`config.mk`:
```
export PLATFORM = sky130hd
export DESIGN_NAME = hsv_to_rgb_converter_core_flat
export DESIGN_NICKNAME = d
export VERILOG_FILES = /design/src/design/hsv2rgb_pkg.sv /design/src/design/hsv2rgb_hsv_if.sv /design/src/design/hsv2rgb_rgb_if.sv /design/src/design/hsv2rgb_sector.sv /design/src/design/hsv2rgb_weight.sv /design/src/design/hsv2rgb_scale.sv /design/src/design/hsv2rgb_mix.sv /design/src/design/hsv_to_rgb_converter_core.sv /design/src/flat_wrapper.sv
export SDC_FILE = /design/constraint.sdc
export NUM_CORES = 2
export LEC_CHECK = 0
export ABC_AREA = 0
export BUFFER_PORTS_ARGS = -buffer_cell sky130_fd_sc_hd__buf_4
export CAP_MARGIN = 20
export CELL_PAD_IN_SITES_DETAIL_PLACEMENT = 1
export CELL_PAD_IN_SITES_GLOBAL_PLACEMENT = 1
export CORE_ASPECT_RATIO = 0.8
export CORE_MARGIN = 10
export CORE_UTILIZATION = 30
export CTS_CLUSTER_DIAMETER = 120
export DETAILED_ROUTE_END_ITERATION = 12
export PLACE_DENSITY = 0.59
export SLEW_MARGIN = 20
export SYNTH_ARGS = -nofsm -noshare
export SYNTH_HDL_FRONTEND = slang
export SYNTH_SLANG_ARGS = --single-unit
```
`constraint.sdc`:
```
create_clock -name clk -period 6.16 [get_ports clk]
set_input_delay 0.308 -clock clk [delete_from_list [all_inputs] [get_ports clk]]
set_output_delay 0.308 -clock clk [all_outputs]
set_load 0.02 [all_outputs]
```
`src/design/hsv2rgb_pkg.sv`:
```
// ----------------------------------------------------------------------------
// hsv2rgb_pkg
// Shared widths, pipeline payload types, sector codes and the divide by the
// all-ones channel code for the HSV to RGB converter.
// ----------------------------------------------------------------------------
`default_nettype none

package hsv2rgb_pkg;

    localparam int HUE_BITS     = 16;
    localparam int CHANNEL_BITS = 8;
    localparam int PROD_BITS    = HUE_BITS + CHANNEL_BITS;
    localparam int NUM_BITS     = 2 * CHANNEL_BITS;

    typedef logic [HUE_BITS-1:0]     hue_t;
    typedef logic [CHANNEL_BITS-1:0] chan_t;
    typedef logic [PROD_BITS-1:0]    prod_t;
    typedef logic [NUM_BITS-1:0]     num_t;
    typedef logic [2:0]              sector_t;

    // all-ones code means 1.0
    localparam chan_t CH_MAX = '1;
    // one full turn of hue, needs one bit above the hue field
    localparam logic [HUE_BITS:0] HUE_ONE = {1'b1, {HUE_BITS{1'b0}}};
    // 1.0 * 1.0 in the s*f product format
    localparam prod_t FULL_SCALE = {CH_MAX, {HUE_BITS{1'b0}}};

    // colour wheel sectors, 60 degrees each
    localparam sector_t SEC_RY = 3'd0;
    localparam sector_t SEC_YG = 3'd1;
    localparam sector_t SEC_GC = 3'd2;
    localparam sector_t SEC_CB = 3'd3;
    localparam sector_t SEC_BM = 3'd4;
    localparam sector_t SEC_MR = 3'd5;

    typedef struct packed {
        sector_t sector;
        hue_t    frac;
        chan_t   sat;
        chan_t   val;
    } sector_stage_t;

    typedef struct packed {
        sector_t sector;
        chan_t   val;
        chan_t   sat_inv;
        prod_t   q_sub;
        prod_t   t_sub;
    } weight_stage_t;

    typedef struct packed {
        sector_t sector;
        chan_t   val;
        num_t    p_num;
        num_t    q_num;
        num_t    t_num;
    } scale_stage_t;

    // floor(x / CH_MAX) for x <= CH_MAX * CH_MAX
    function automatic chan_t div_by_max(input num_t x);
        num_t sum;
        sum = x + (x >> CHANNEL_BITS) + {{(NUM_BITS-1){1'b0}}, 1'b1};
        return sum[NUM_BITS-1:CHANNEL_BITS];
    endfunction

endpackage

`default_nettype wire

```
`src/design/hsv2rgb_hsv_if.sv`:
```
// ----------------------------------------------------------------------------
// hsv2rgb_hsv_if
// Valid/ready channel carrying one HSV pixel item.
// ----------------------------------------------------------------------------
`default_nettype none

interface hsv2rgb_hsv_if;
    import hsv2rgb_pkg::*;

    logic  valid;
    logic  ready;
    hue_t  hue_turn;
    chan_t saturation;
    chan_t brightness;

    modport source (output valid, output hue_turn, output saturation,
                    output brightness, input ready);
    modport sink   (input valid, input hue_turn, input saturation,
                    input brightness, output ready);
endinterface

`default_nettype wire

```
`src/design/hsv2rgb_rgb_if.sv`:
```
// ----------------------------------------------------------------------------
// hsv2rgb_rgb_if
// Valid/ready channel carrying one RGB pixel item.
// ----------------------------------------------------------------------------
`default_nettype none

interface hsv2rgb_rgb_if;
    import hsv2rgb_pkg::*;

    logic  valid;
    logic  ready;
    chan_t red;
    chan_t green;
    chan_t blue;

    modport source (output valid, output red, output green, output blue,
                    input ready);
    modport sink   (input valid, input red, input green, input blue,
                    output ready);
endinterface

`default_nettype wire

```
`src/design/hsv2rgb_sector.sv`:
```
// ----------------------------------------------------------------------------
// hsv2rgb_sector
// Stage 1: hue times six, split into sector and 16-bit fraction.
// ----------------------------------------------------------------------------
`default_nettype none

module hsv2rgb_sector (
    input  wire logic                       clk,
    input  wire logic                       rst_n,
    hsv2rgb_hsv_if.sink                     hsv_in,
    output logic                            dn_valid,
    input  wire logic                       dn_ready,
    output hsv2rgb_pkg::sector_stage_t      dn_data
);
    import hsv2rgb_pkg::*;

    logic                  valid_reg;
    sector_stage_t         data_reg;
    sector_stage_t         data_next;
    logic [HUE_BITS+2:0]   scaled;
    logic                  load;

    assign hsv_in.ready = ~valid_reg | dn_ready;
    assign load         = hsv_in.valid & hsv_in.ready;

    always_comb
    begin
        // h*6 = h*4 + h*2
        scaled = {1'b0, hsv_in.hue_turn, 2'b00} + {2'b00, hsv_in.hue_turn, 1'b0};
        data_next.sector = scaled[HUE_BITS+2:HUE_BITS];
        data_next.frac   = scaled[HUE_BITS-1:0];
        data_next.sat    = hsv_in.saturation;
        data_next.val    = hsv_in.brightness;
    end

    always_ff @(posedge clk or negedge rst_n)
    begin
        if (!rst_n)
            valid_reg <= 1'b0;
        else if (hsv_in.ready)
            valid_reg <= hsv_in.valid;
    end

    always_ff @(posedge clk)
    begin
        if (load)
            data_reg <= data_next;
    end

    assign dn_valid = valid_reg;
    assign dn_data  = data_reg;

endmodule

`default_nettype wire

```
`src/design/hsv2rgb_weight.sv`:
```
// ----------------------------------------------------------------------------
// hsv2rgb_weight
// Stage 2: saturation weights 1-s, 1-s*f and 1-s*(1-f).
// ----------------------------------------------------------------------------
`default_nettype none

module hsv2rgb_weight (
    input  wire logic                       clk,
    input  wire logic                       rst_n,
    input  wire logic                       up_valid,
    output logic                            up_ready,
    input  wire hsv2rgb_pkg::sector_stage_t up_data,
    output logic                            dn_valid,
    input  wire logic                       dn_ready,
    output hsv2rgb_pkg::weight_stage_t      dn_data
);
    import hsv2rgb_pkg::*;

    logic               valid_reg;
    weight_stage_t      data_reg;
    weight_stage_t      data_next;
    logic [HUE_BITS:0]  frac_comp;
    prod_t              sf_prod;
    prod_t              st_prod;
    logic               load;

    assign up_ready = ~valid_reg | dn_ready;
    assign load     = up_valid & up_ready;

    always_comb
    begin
        frac_comp = HUE_ONE - {1'b0, up_data.frac};
        sf_prod   = {{HUE_BITS{1'b0}}, up_data.sat} * {{CHANNEL_BITS{1'b0}}, up_data.frac};
        // s*(1-f) never exceeds 1.0, so the product format holds it
        st_prod   = {{HUE_BITS{1'b0}}, up_data.sat}
                  * {{(CHANNEL_BITS-1){1'b0}}, frac_comp};
        data_next.sector  = up_data.sector;
        data_next.val     = up_data.val;
        data_next.sat_inv = CH_MAX - up_data.sat;
        data_next.q_sub   = FULL_SCALE - sf_prod;
        data_next.t_sub   = FULL_SCALE - st_prod;
    end

    always_ff @(posedge clk or negedge rst_n)
    begin
        if (!rst_n)
            valid_reg <= 1'b0;
        else if (up_ready)
            valid_reg <= up_valid;
    end

    always_ff @(posedge clk)
    begin
        if (load)
            data_reg <= data_next;
    end

    assign dn_valid = valid_reg;
    assign dn_data  = data_reg;

endmodule

`default_nettype wire

```
`src/design/hsv2rgb_scale.sv`:
```
// ----------------------------------------------------------------------------
// hsv2rgb_scale
// Stage 3: weights times value; q and t drop the hue fraction bits here.
// ----------------------------------------------------------------------------
`default_nettype none

module hsv2rgb_scale (
    input  wire logic                       clk,
    input  wire logic                       rst_n,
    input  wire logic                       up_valid,
    output logic                            up_ready,
    input  wire hsv2rgb_pkg::weight_stage_t up_data,
    output logic                            dn_valid,
    input  wire logic                       dn_ready,
    output hsv2rgb_pkg::scale_stage_t       dn_data
);
    import hsv2rgb_pkg::*;

    logic                          valid_reg;
    scale_stage_t                  data_reg;
    scale_stage_t                  data_next;
    logic [NUM_BITS+HUE_BITS-1:0]  q_full;
    logic [NUM_BITS+HUE_BITS-1:0]  t_full;
    logic                          load;

    assign up_ready = ~valid_reg | dn_ready;
    assign load     = up_valid & up_ready;

    always_comb
    begin
        q_full = {{PROD_BITS{1'b0}}, up_data.val} * {{CHANNEL_BITS{1'b0}}, up_data.q_sub};
        t_full = {{PROD_BITS{1'b0}}, up_data.val} * {{CHANNEL_BITS{1'b0}}, up_data.t_sub};
        data_next.sector = up_data.sector;
        data_next.val    = up_data.val;
        data_next.p_num  = {{CHANNEL_BITS{1'b0}}, up_data.val}
                         * {{CHANNEL_BITS{1'b0}}, up_data.sat_inv};
        // floor by the hue scale now, by CH_MAX in the next stage
        data_next.q_num  = q_full[NUM_BITS+HUE_BITS-1:HUE_BITS];
        data_next.t_num  = t_full[NUM_BITS+HUE_BITS-1:HUE_BITS];
    end

    always_ff @(posedge clk or negedge rst_n)
    begin
        if (!rst_n)
            valid_reg <= 1'b0;
        else if (up_ready)
            valid_reg <= up_valid;
    end

    always_ff @(posedge clk)
    begin
        if (load)
            data_reg <= data_next;
    end

    assign dn_valid = valid_reg;
    assign dn_data  = data_reg;

endmodule

`default_nettype wire

```
`src/design/hsv2rgb_mix.sv`:
```
// ----------------------------------------------------------------------------
// hsv2rgb_mix
// Stage 4: divide by the all-ones code, permute by sector, output register.
// ----------------------------------------------------------------------------
`default_nettype none

module hsv2rgb_mix (
    input  wire logic                       clk,
    input  wire logic                       rst_n,
    input  wire logic                       up_valid,
    output logic                            up_ready,
    input  wire hsv2rgb_pkg::scale_stage_t  up_data,
    hsv2rgb_rgb_if.source                   rgb_out
);
    import hsv2rgb_pkg::*;

    logic   valid_reg;
    chan_t  red_reg;
    chan_t  green_reg;
    chan_t  blue_reg;
    chan_t  red_next;
    chan_t  green_next;
    chan_t  blue_next;
    chan_t  p_val;
    chan_t  q_val;
    chan_t  t_val;
    chan_t  v_val;
    logic   load;

    assign up_ready = ~valid_reg | rgb_out.ready;
    assign load     = up_valid & up_ready;

    // zero saturation needs no special arm: p, q and t all come out as v
    always_comb
    begin
        p_val = div_by_max(up_data.p_num);
        q_val = div_by_max(up_data.q_num);
        t_val = div_by_max(up_data.t_num);
        v_val = up_data.val;
        unique case (up_data.sector)
            SEC_RY:
            begin
                red_next = v_val; green_next = t_val; blue_next = p_val;
            end
            SEC_YG:
            begin
                red_next = q_val; green_next = v_val; blue_next = p_val;
            end
            SEC_GC:
            begin
                red_next = p_val; green_next = v_val; blue_next = t_val;
            end
            SEC_CB:
            begin
                red_next = p_val; green_next = q_val; blue_next = v_val;
            end
            SEC_BM:
            begin
                red_next = t_val; green_next = p_val; blue_next = v_val;
            end
            SEC_MR:
            begin
                red_next = v_val; green_next = p_val; blue_next = q_val;
            end
            default:
            begin
                red_next = v_val; green_next = p_val; blue_next = q_val;
            end
        endcase
    end

    always_ff @(posedge clk or negedge rst_n)
    begin
        if (!rst_n)
            valid_reg <= 1'b0;
        else if (up_ready)
            valid_reg <= up_valid;
    end

    always_ff @(posedge clk)
    begin
        if (load)
        begin
            red_reg   <= red_next;
            green_reg <= green_next;
            blue_reg  <= blue_next;
        end
    end

    assign rgb_out.valid = valid_reg;
    assign rgb_out.red   = red_reg;
    assign rgb_out.green = green_reg;
    assign rgb_out.blue  = blue_reg;

endmodule

`default_nettype wire

```
`src/design/hsv_to_rgb_converter_core.sv`:
```
// Pipeline: four register stages (sector, weight, scale, mix); an accepted
// HSV item shows on the output once it has passed through all of them.
// Throughput: one item per cycle unless the output stalls; each stage is a
// register slot with its own valid bit, so bubbles close up during a stall.
// Reset: asynchronous, active low; clears the valid bits only, the pipeline
// comes out of reset empty and ready.
// ----------------------------------------------------------------------------
// hsv_to_rgb_converter_core
// HSV to RGB pixel converter: sector split, weights, scale, mix.
// ----------------------------------------------------------------------------
`default_nettype none

module hsv_to_rgb_converter_core (
    input  wire logic       clk,
    input  wire logic       rst_n,
    hsv2rgb_hsv_if.sink     hsv_in,
    hsv2rgb_rgb_if.source   rgb_out
);
    import hsv2rgb_pkg::*;

    logic           s1_valid;
    logic           s1_ready;
    sector_stage_t  s1_data;
    logic           s2_valid;
    logic           s2_ready;
    weight_stage_t  s2_data;
    logic           s3_valid;
    logic           s3_ready;
    scale_stage_t   s3_data;

    hsv2rgb_sector u_sector (
        .clk      (clk),
        .rst_n    (rst_n),
        .hsv_in   (hsv_in),
        .dn_valid (s1_valid),
        .dn_ready (s1_ready),
        .dn_data  (s1_data)
    );

    hsv2rgb_weight u_weight (
        .clk      (clk),
        .rst_n    (rst_n),
        .up_valid (s1_valid),
        .up_ready (s1_ready),
        .up_data  (s1_data),
        .dn_valid (s2_valid),
        .dn_ready (s2_ready),
        .dn_data  (s2_data)
    );

    hsv2rgb_scale u_scale (
        .clk      (clk),
        .rst_n    (rst_n),
        .up_valid (s2_valid),
        .up_ready (s2_ready),
        .up_data  (s2_data),
        .dn_valid (s3_valid),
        .dn_ready (s3_ready),
        .dn_data  (s3_data)
    );

    hsv2rgb_mix u_mix (
        .clk      (clk),
        .rst_n    (rst_n),
        .up_valid (s3_valid),
        .up_ready (s3_ready),
        .up_data  (s3_data),
        .rgb_out  (rgb_out)
    );

endmodule

`default_nettype wire

```
`src/flat_wrapper.sv`:
```
// flat-port wrapper written by rule: the top's interface ports become plain ports
module hsv_to_rgb_converter_core_flat import hsv2rgb_pkg::*;
  (clk, rst_n, hsv_in_valid, hsv_in_hue_turn, hsv_in_saturation, hsv_in_brightness, hsv_in_ready, rgb_out_valid, rgb_out_red, rgb_out_green, rgb_out_blue, rgb_out_ready);
  hsv2rgb_hsv_if hsv_in_i ();
  hsv2rgb_rgb_if rgb_out_i ();
  input  wire logic clk;
  input  wire logic rst_n;
  input wire logic [$bits(hsv_in_i.valid)-1:0] hsv_in_valid;
  input wire logic [$bits(hsv_in_i.hue_turn)-1:0] hsv_in_hue_turn;
  input wire logic [$bits(hsv_in_i.saturation)-1:0] hsv_in_saturation;
  input wire logic [$bits(hsv_in_i.brightness)-1:0] hsv_in_brightness;
  output wire logic [$bits(hsv_in_i.ready)-1:0] hsv_in_ready;
  output wire logic [$bits(rgb_out_i.valid)-1:0] rgb_out_valid;
  output wire logic [$bits(rgb_out_i.red)-1:0] rgb_out_red;
  output wire logic [$bits(rgb_out_i.green)-1:0] rgb_out_green;
  output wire logic [$bits(rgb_out_i.blue)-1:0] rgb_out_blue;
  input wire logic [$bits(rgb_out_i.ready)-1:0] rgb_out_ready;
  assign hsv_in_i.valid = hsv_in_valid;
  assign hsv_in_i.hue_turn = hsv_in_hue_turn;
  assign hsv_in_i.saturation = hsv_in_saturation;
  assign hsv_in_i.brightness = hsv_in_brightness;
  assign hsv_in_ready = hsv_in_i.ready;
  assign rgb_out_valid = rgb_out_i.valid;
  assign rgb_out_red = rgb_out_i.red;
  assign rgb_out_green = rgb_out_i.green;
  assign rgb_out_blue = rgb_out_i.blue;
  assign rgb_out_i.ready = rgb_out_ready;
  hsv_to_rgb_converter_core u_core (.clk(clk), .rst_n(rst_n), .hsv_in(hsv_in_i), .rgb_out(rgb_out_i));
endmodule
```
==> impl_metrics.py <==
metrics = {
    "yosys": {
        "synth_fp_nets": 3787,
        "ys_async_sr_fraction_pct": 2.162,
        "synth.distinct_cells": 74,
        "postSynthAreaPerCell_um2": 9.543,
        "synth_cells": 3014,
        "yosys-top-cells-area": "fa_1, edfxtp_1, ha_1",
        "synth-main-ff-cell": "edfxtp_1",
        "synth_area_um2": 28760,
        "synth-edff-count": 181,
        "synth_top_cell_by_area": "fa_1",
        "synth_top_area_share_pct": 31.32,
        "ys_ff_latch": 185,
        "seq_area_frac_synth_pct": 19.25,
        "ys_warn_count": 0,
    },
    "timing": {
        "fmax_ghz": 0.1704,
        "relSlewSlack_pct": 28.44,
        "final_hold_viol_count": 0,
        "setup_viol": 0,
        "period_share_pct": 95.28,
        "final_max_slew_viol_count": 0,
        "fin_crit_ns": 5.869,
        "worst_slack_ns": 0.2908,
        "tightest_slew_ns": 1.073,
        "fin_skew_ns": 0.03585,
        "fin_setup_tns_ns": 0,
    },
    "worst_setup_path": {
        "path_class": "reg2reg",
        "reg2reg_depth": 23,
        "cp_max_fo": 8,
        "worstSetupEndpointType": "flip-flop",
        "cp.required_ns": 6.41,
        "crit_top_cell": "fa_1",
        "startpoint_type": "flip-flop",
        "arrival_ns": 6.12,
        "cp_slowest_cell": "fa_1",
        "crit_chain": "buf_4 > nor3_4 > nand2b_1 > nor4_4 > buf_4 > xnor2_2 > and2_1 > fa_1 > inv_1 > fa_1 > fa_1 > inv_1 > fa_1 > inv_1 > ha_1 > a21o_1 > a21o_1 > a21oi_1 > buf_4 > o31ai_4 > o21ai_2 > a21oi_2 > a311o_1",
        "max_stage_delay_ns": 0.53,
    },
    "drt": {
        "vias_per_cell": 4.645,
        "drtPass1Iterations": 5,
        "drc_errors": 0,
        "antenna_left": 0,
        "vias": 20468,
        "drtIter0Drc": 1069,
        "wl_per_cell_um": 17.84,
        "finalWirelength_um": 78620,
    },
    "floorplanning": {
        "die_w_um": 366.2,
        "initial_utilization_pct": 30.27,
        "fp.dieH_um": 296.9,
        "rows": 101,
        "core_area_um2": 95030,
        "die_area_um2": 108700,
        "io_pins": 62,
    },
    "clocking": {
        "ctsLongestPathBuffers": 2,
        "path_clk_slew_ns": 0.08,
        "cts_tree": "built",
        "clock-sinks": 185,
        "root_buffer": "clkbuf_16",
        "cts_buffers": 17,
        "insertion_delay_ns": 0.53,
        "h-tree-depth": 4,
    },
    "layout": {
        "antenna_cells": 0,
        "fillerInstances": 11063,
        "syn_to_final_growth_pct": 12.11,
        "drive_above_1_share_pct": 7.663,
        "largest_reg_flops": 64,
        "final_net_count": 3880,
        "layoutNonFillerInstCount": 4406,
    },
    "run_status": {
        "status": "finished clean",
    },
    "place": {
        "dp_slack_ns": -0.04635,
        "place_inst": 4351,
        "gp_congestion": 0.8086,
        "io_buffers": 61,
        "dp_hpwl_um": 62590,
    },
    "global_route": {
        "grt_max_degree": 65,
        "grt_usage_pct": 14.73,
        "gr-total-overflow": 0,
        "grt_pass1_vias": 22807,
        "grt_pass1_wl_um": 128400,
        "antenna_found_initial": 2,
    },
    "worst_hold_path": {
        "min_path_cells": 2,
        "hold_class": "in2reg",
    },
    "run": {
        "cap_violations": 0,
    },
}
[per-stage QoR]
step	cell area (um^2)	hold slack [ns]	utilization, %
after floorplan	28760	0.01241	-
after global placement	31200	0.1077	32.83
after global routing	32240	0.1171	33.93
after detailed placement	31200	0.1062	32.83
after CTS	32050	0.09122	33.73
final	32240	0.1375	33.93
[cell usage after synthesis (25+ instances only)]
cell type  count
nand2_1      399
o21ai_1       27
ha_1         287
a21oi_1       90
inv_1        578
and2_1       326
nor2_1       103
xor2_1        39
nand3_1       25
o21ai_0       30
a21o_1        31
xnor2_1       83
clkbuf_1      95
fa_1         450
edfxtp_1     181
[what timing repair did]
item,CTS,global route
setup endpoints to repair,1,6
endpoints found under the hold margin,22,0
buffers inserted,0,5
gates resized for setup,3,31
pin swaps,0,6
hold buffers,19,0
[critical path, delay by kind of cell, from the launching register on]
family          cells  cell delay (ns)
flops               1             0.42
xor+xnor            1             0.14
buf+inv             6             0.67
fa+ha+maj           5             2.25
compound gates      7             1.25
simple gates        4             0.87
[final timing paths]
kind | startpoint | to | slack, ns
worst max-delay path | u_core.u_sector.dn_data[17]$_DFFE_PP_ | u_core.u_weight.dn_data[22]$_DFFE_PP_ | 0.29
worst min-delay path | hsv_in_hue_turn[15] | u_core.u_sector.dn_data[33]$_DFFE_PP_ | 0.14
worst max register to register | u_core.u_sector.dn_data[17]$_DFFE_PP_ | u_core.u_weight.dn_data[22]$_DFFE_PP_ | 0.29
worst min register to register | u_core.u_sector.dn_data[1]$_DFFE_PP_ | u_core.u_weight.dn_data[57]$_DFFE_PP_ | 0.42
max in group asynchronous | rst_n | u_core.u_sector.dn_valid$_DFFE_PN0N_ | 5.91
min in group asynchronous | rst_n | u_core.u_mix.rgb_out.valid$_DFFE_PN0P_ | 0.15
[area by class of cell]
type	count	area [um^2]	share of cell area (%)
Clock buffer	19	432.9	1.343
Clock inverter	12	212.7	0.6597
Inverter	580	2182	6.767
Multi-Input combinational cell	2149	20840	64.64
Sequential cell	185	5535	17.17
Tap cell	1287	1610	4.994
Timing Repair Buffer	174	1429	4.431
[cell families after synthesis]
logic type,after synthesis,share of synthesized area (%)
DFF,185,19.25
and+or+nand+nor,960,16.41
AOI/OAI and AO/OA,313,7.278
adders and majority gates,737,43.81
xor gates and xnor gates,122,3.715
muxes,17,0.6265
buffers and inverters,680,8.914
[layer usage]
| layer | global-route usage (%) | up-vias | wire [um] |
|---|---|---|---|
| met4 | 2.595 | 0 | 794 |
| met5 | 0 | - | 0 |
| met2 | 22.78 | 248 | 34330 |
| met3 | 2.040 | 44 | 2353 |
| li1 | - | 9648 | - |
| met1 | 21.86 | 10528 | 41140 |
[layout by cell type, fill, tap and decap left out, types with 14 or more instances in the layout]
cell	count
fa_1	450
a21oi_1	87
edfxtp_1	181
o21a_1	15
a21o_1	31
dlygate4sd3_1	19
nand2b_1	14
buf_4	149
xor2_1	37
ha_1	285
inv_1	578
o21ai_0	29
nand3_1	24
clkbuf_16	17
and2_1	323
nor3_1	18
o21ai_1	26
xnor2_1	80
nand2_1	397
nor2_1	101
nor2b_1	14
Power is left out: the tool's default activity adds up to more than one toggle a clock period on the data nets, which glitch-free logic cannot reach.
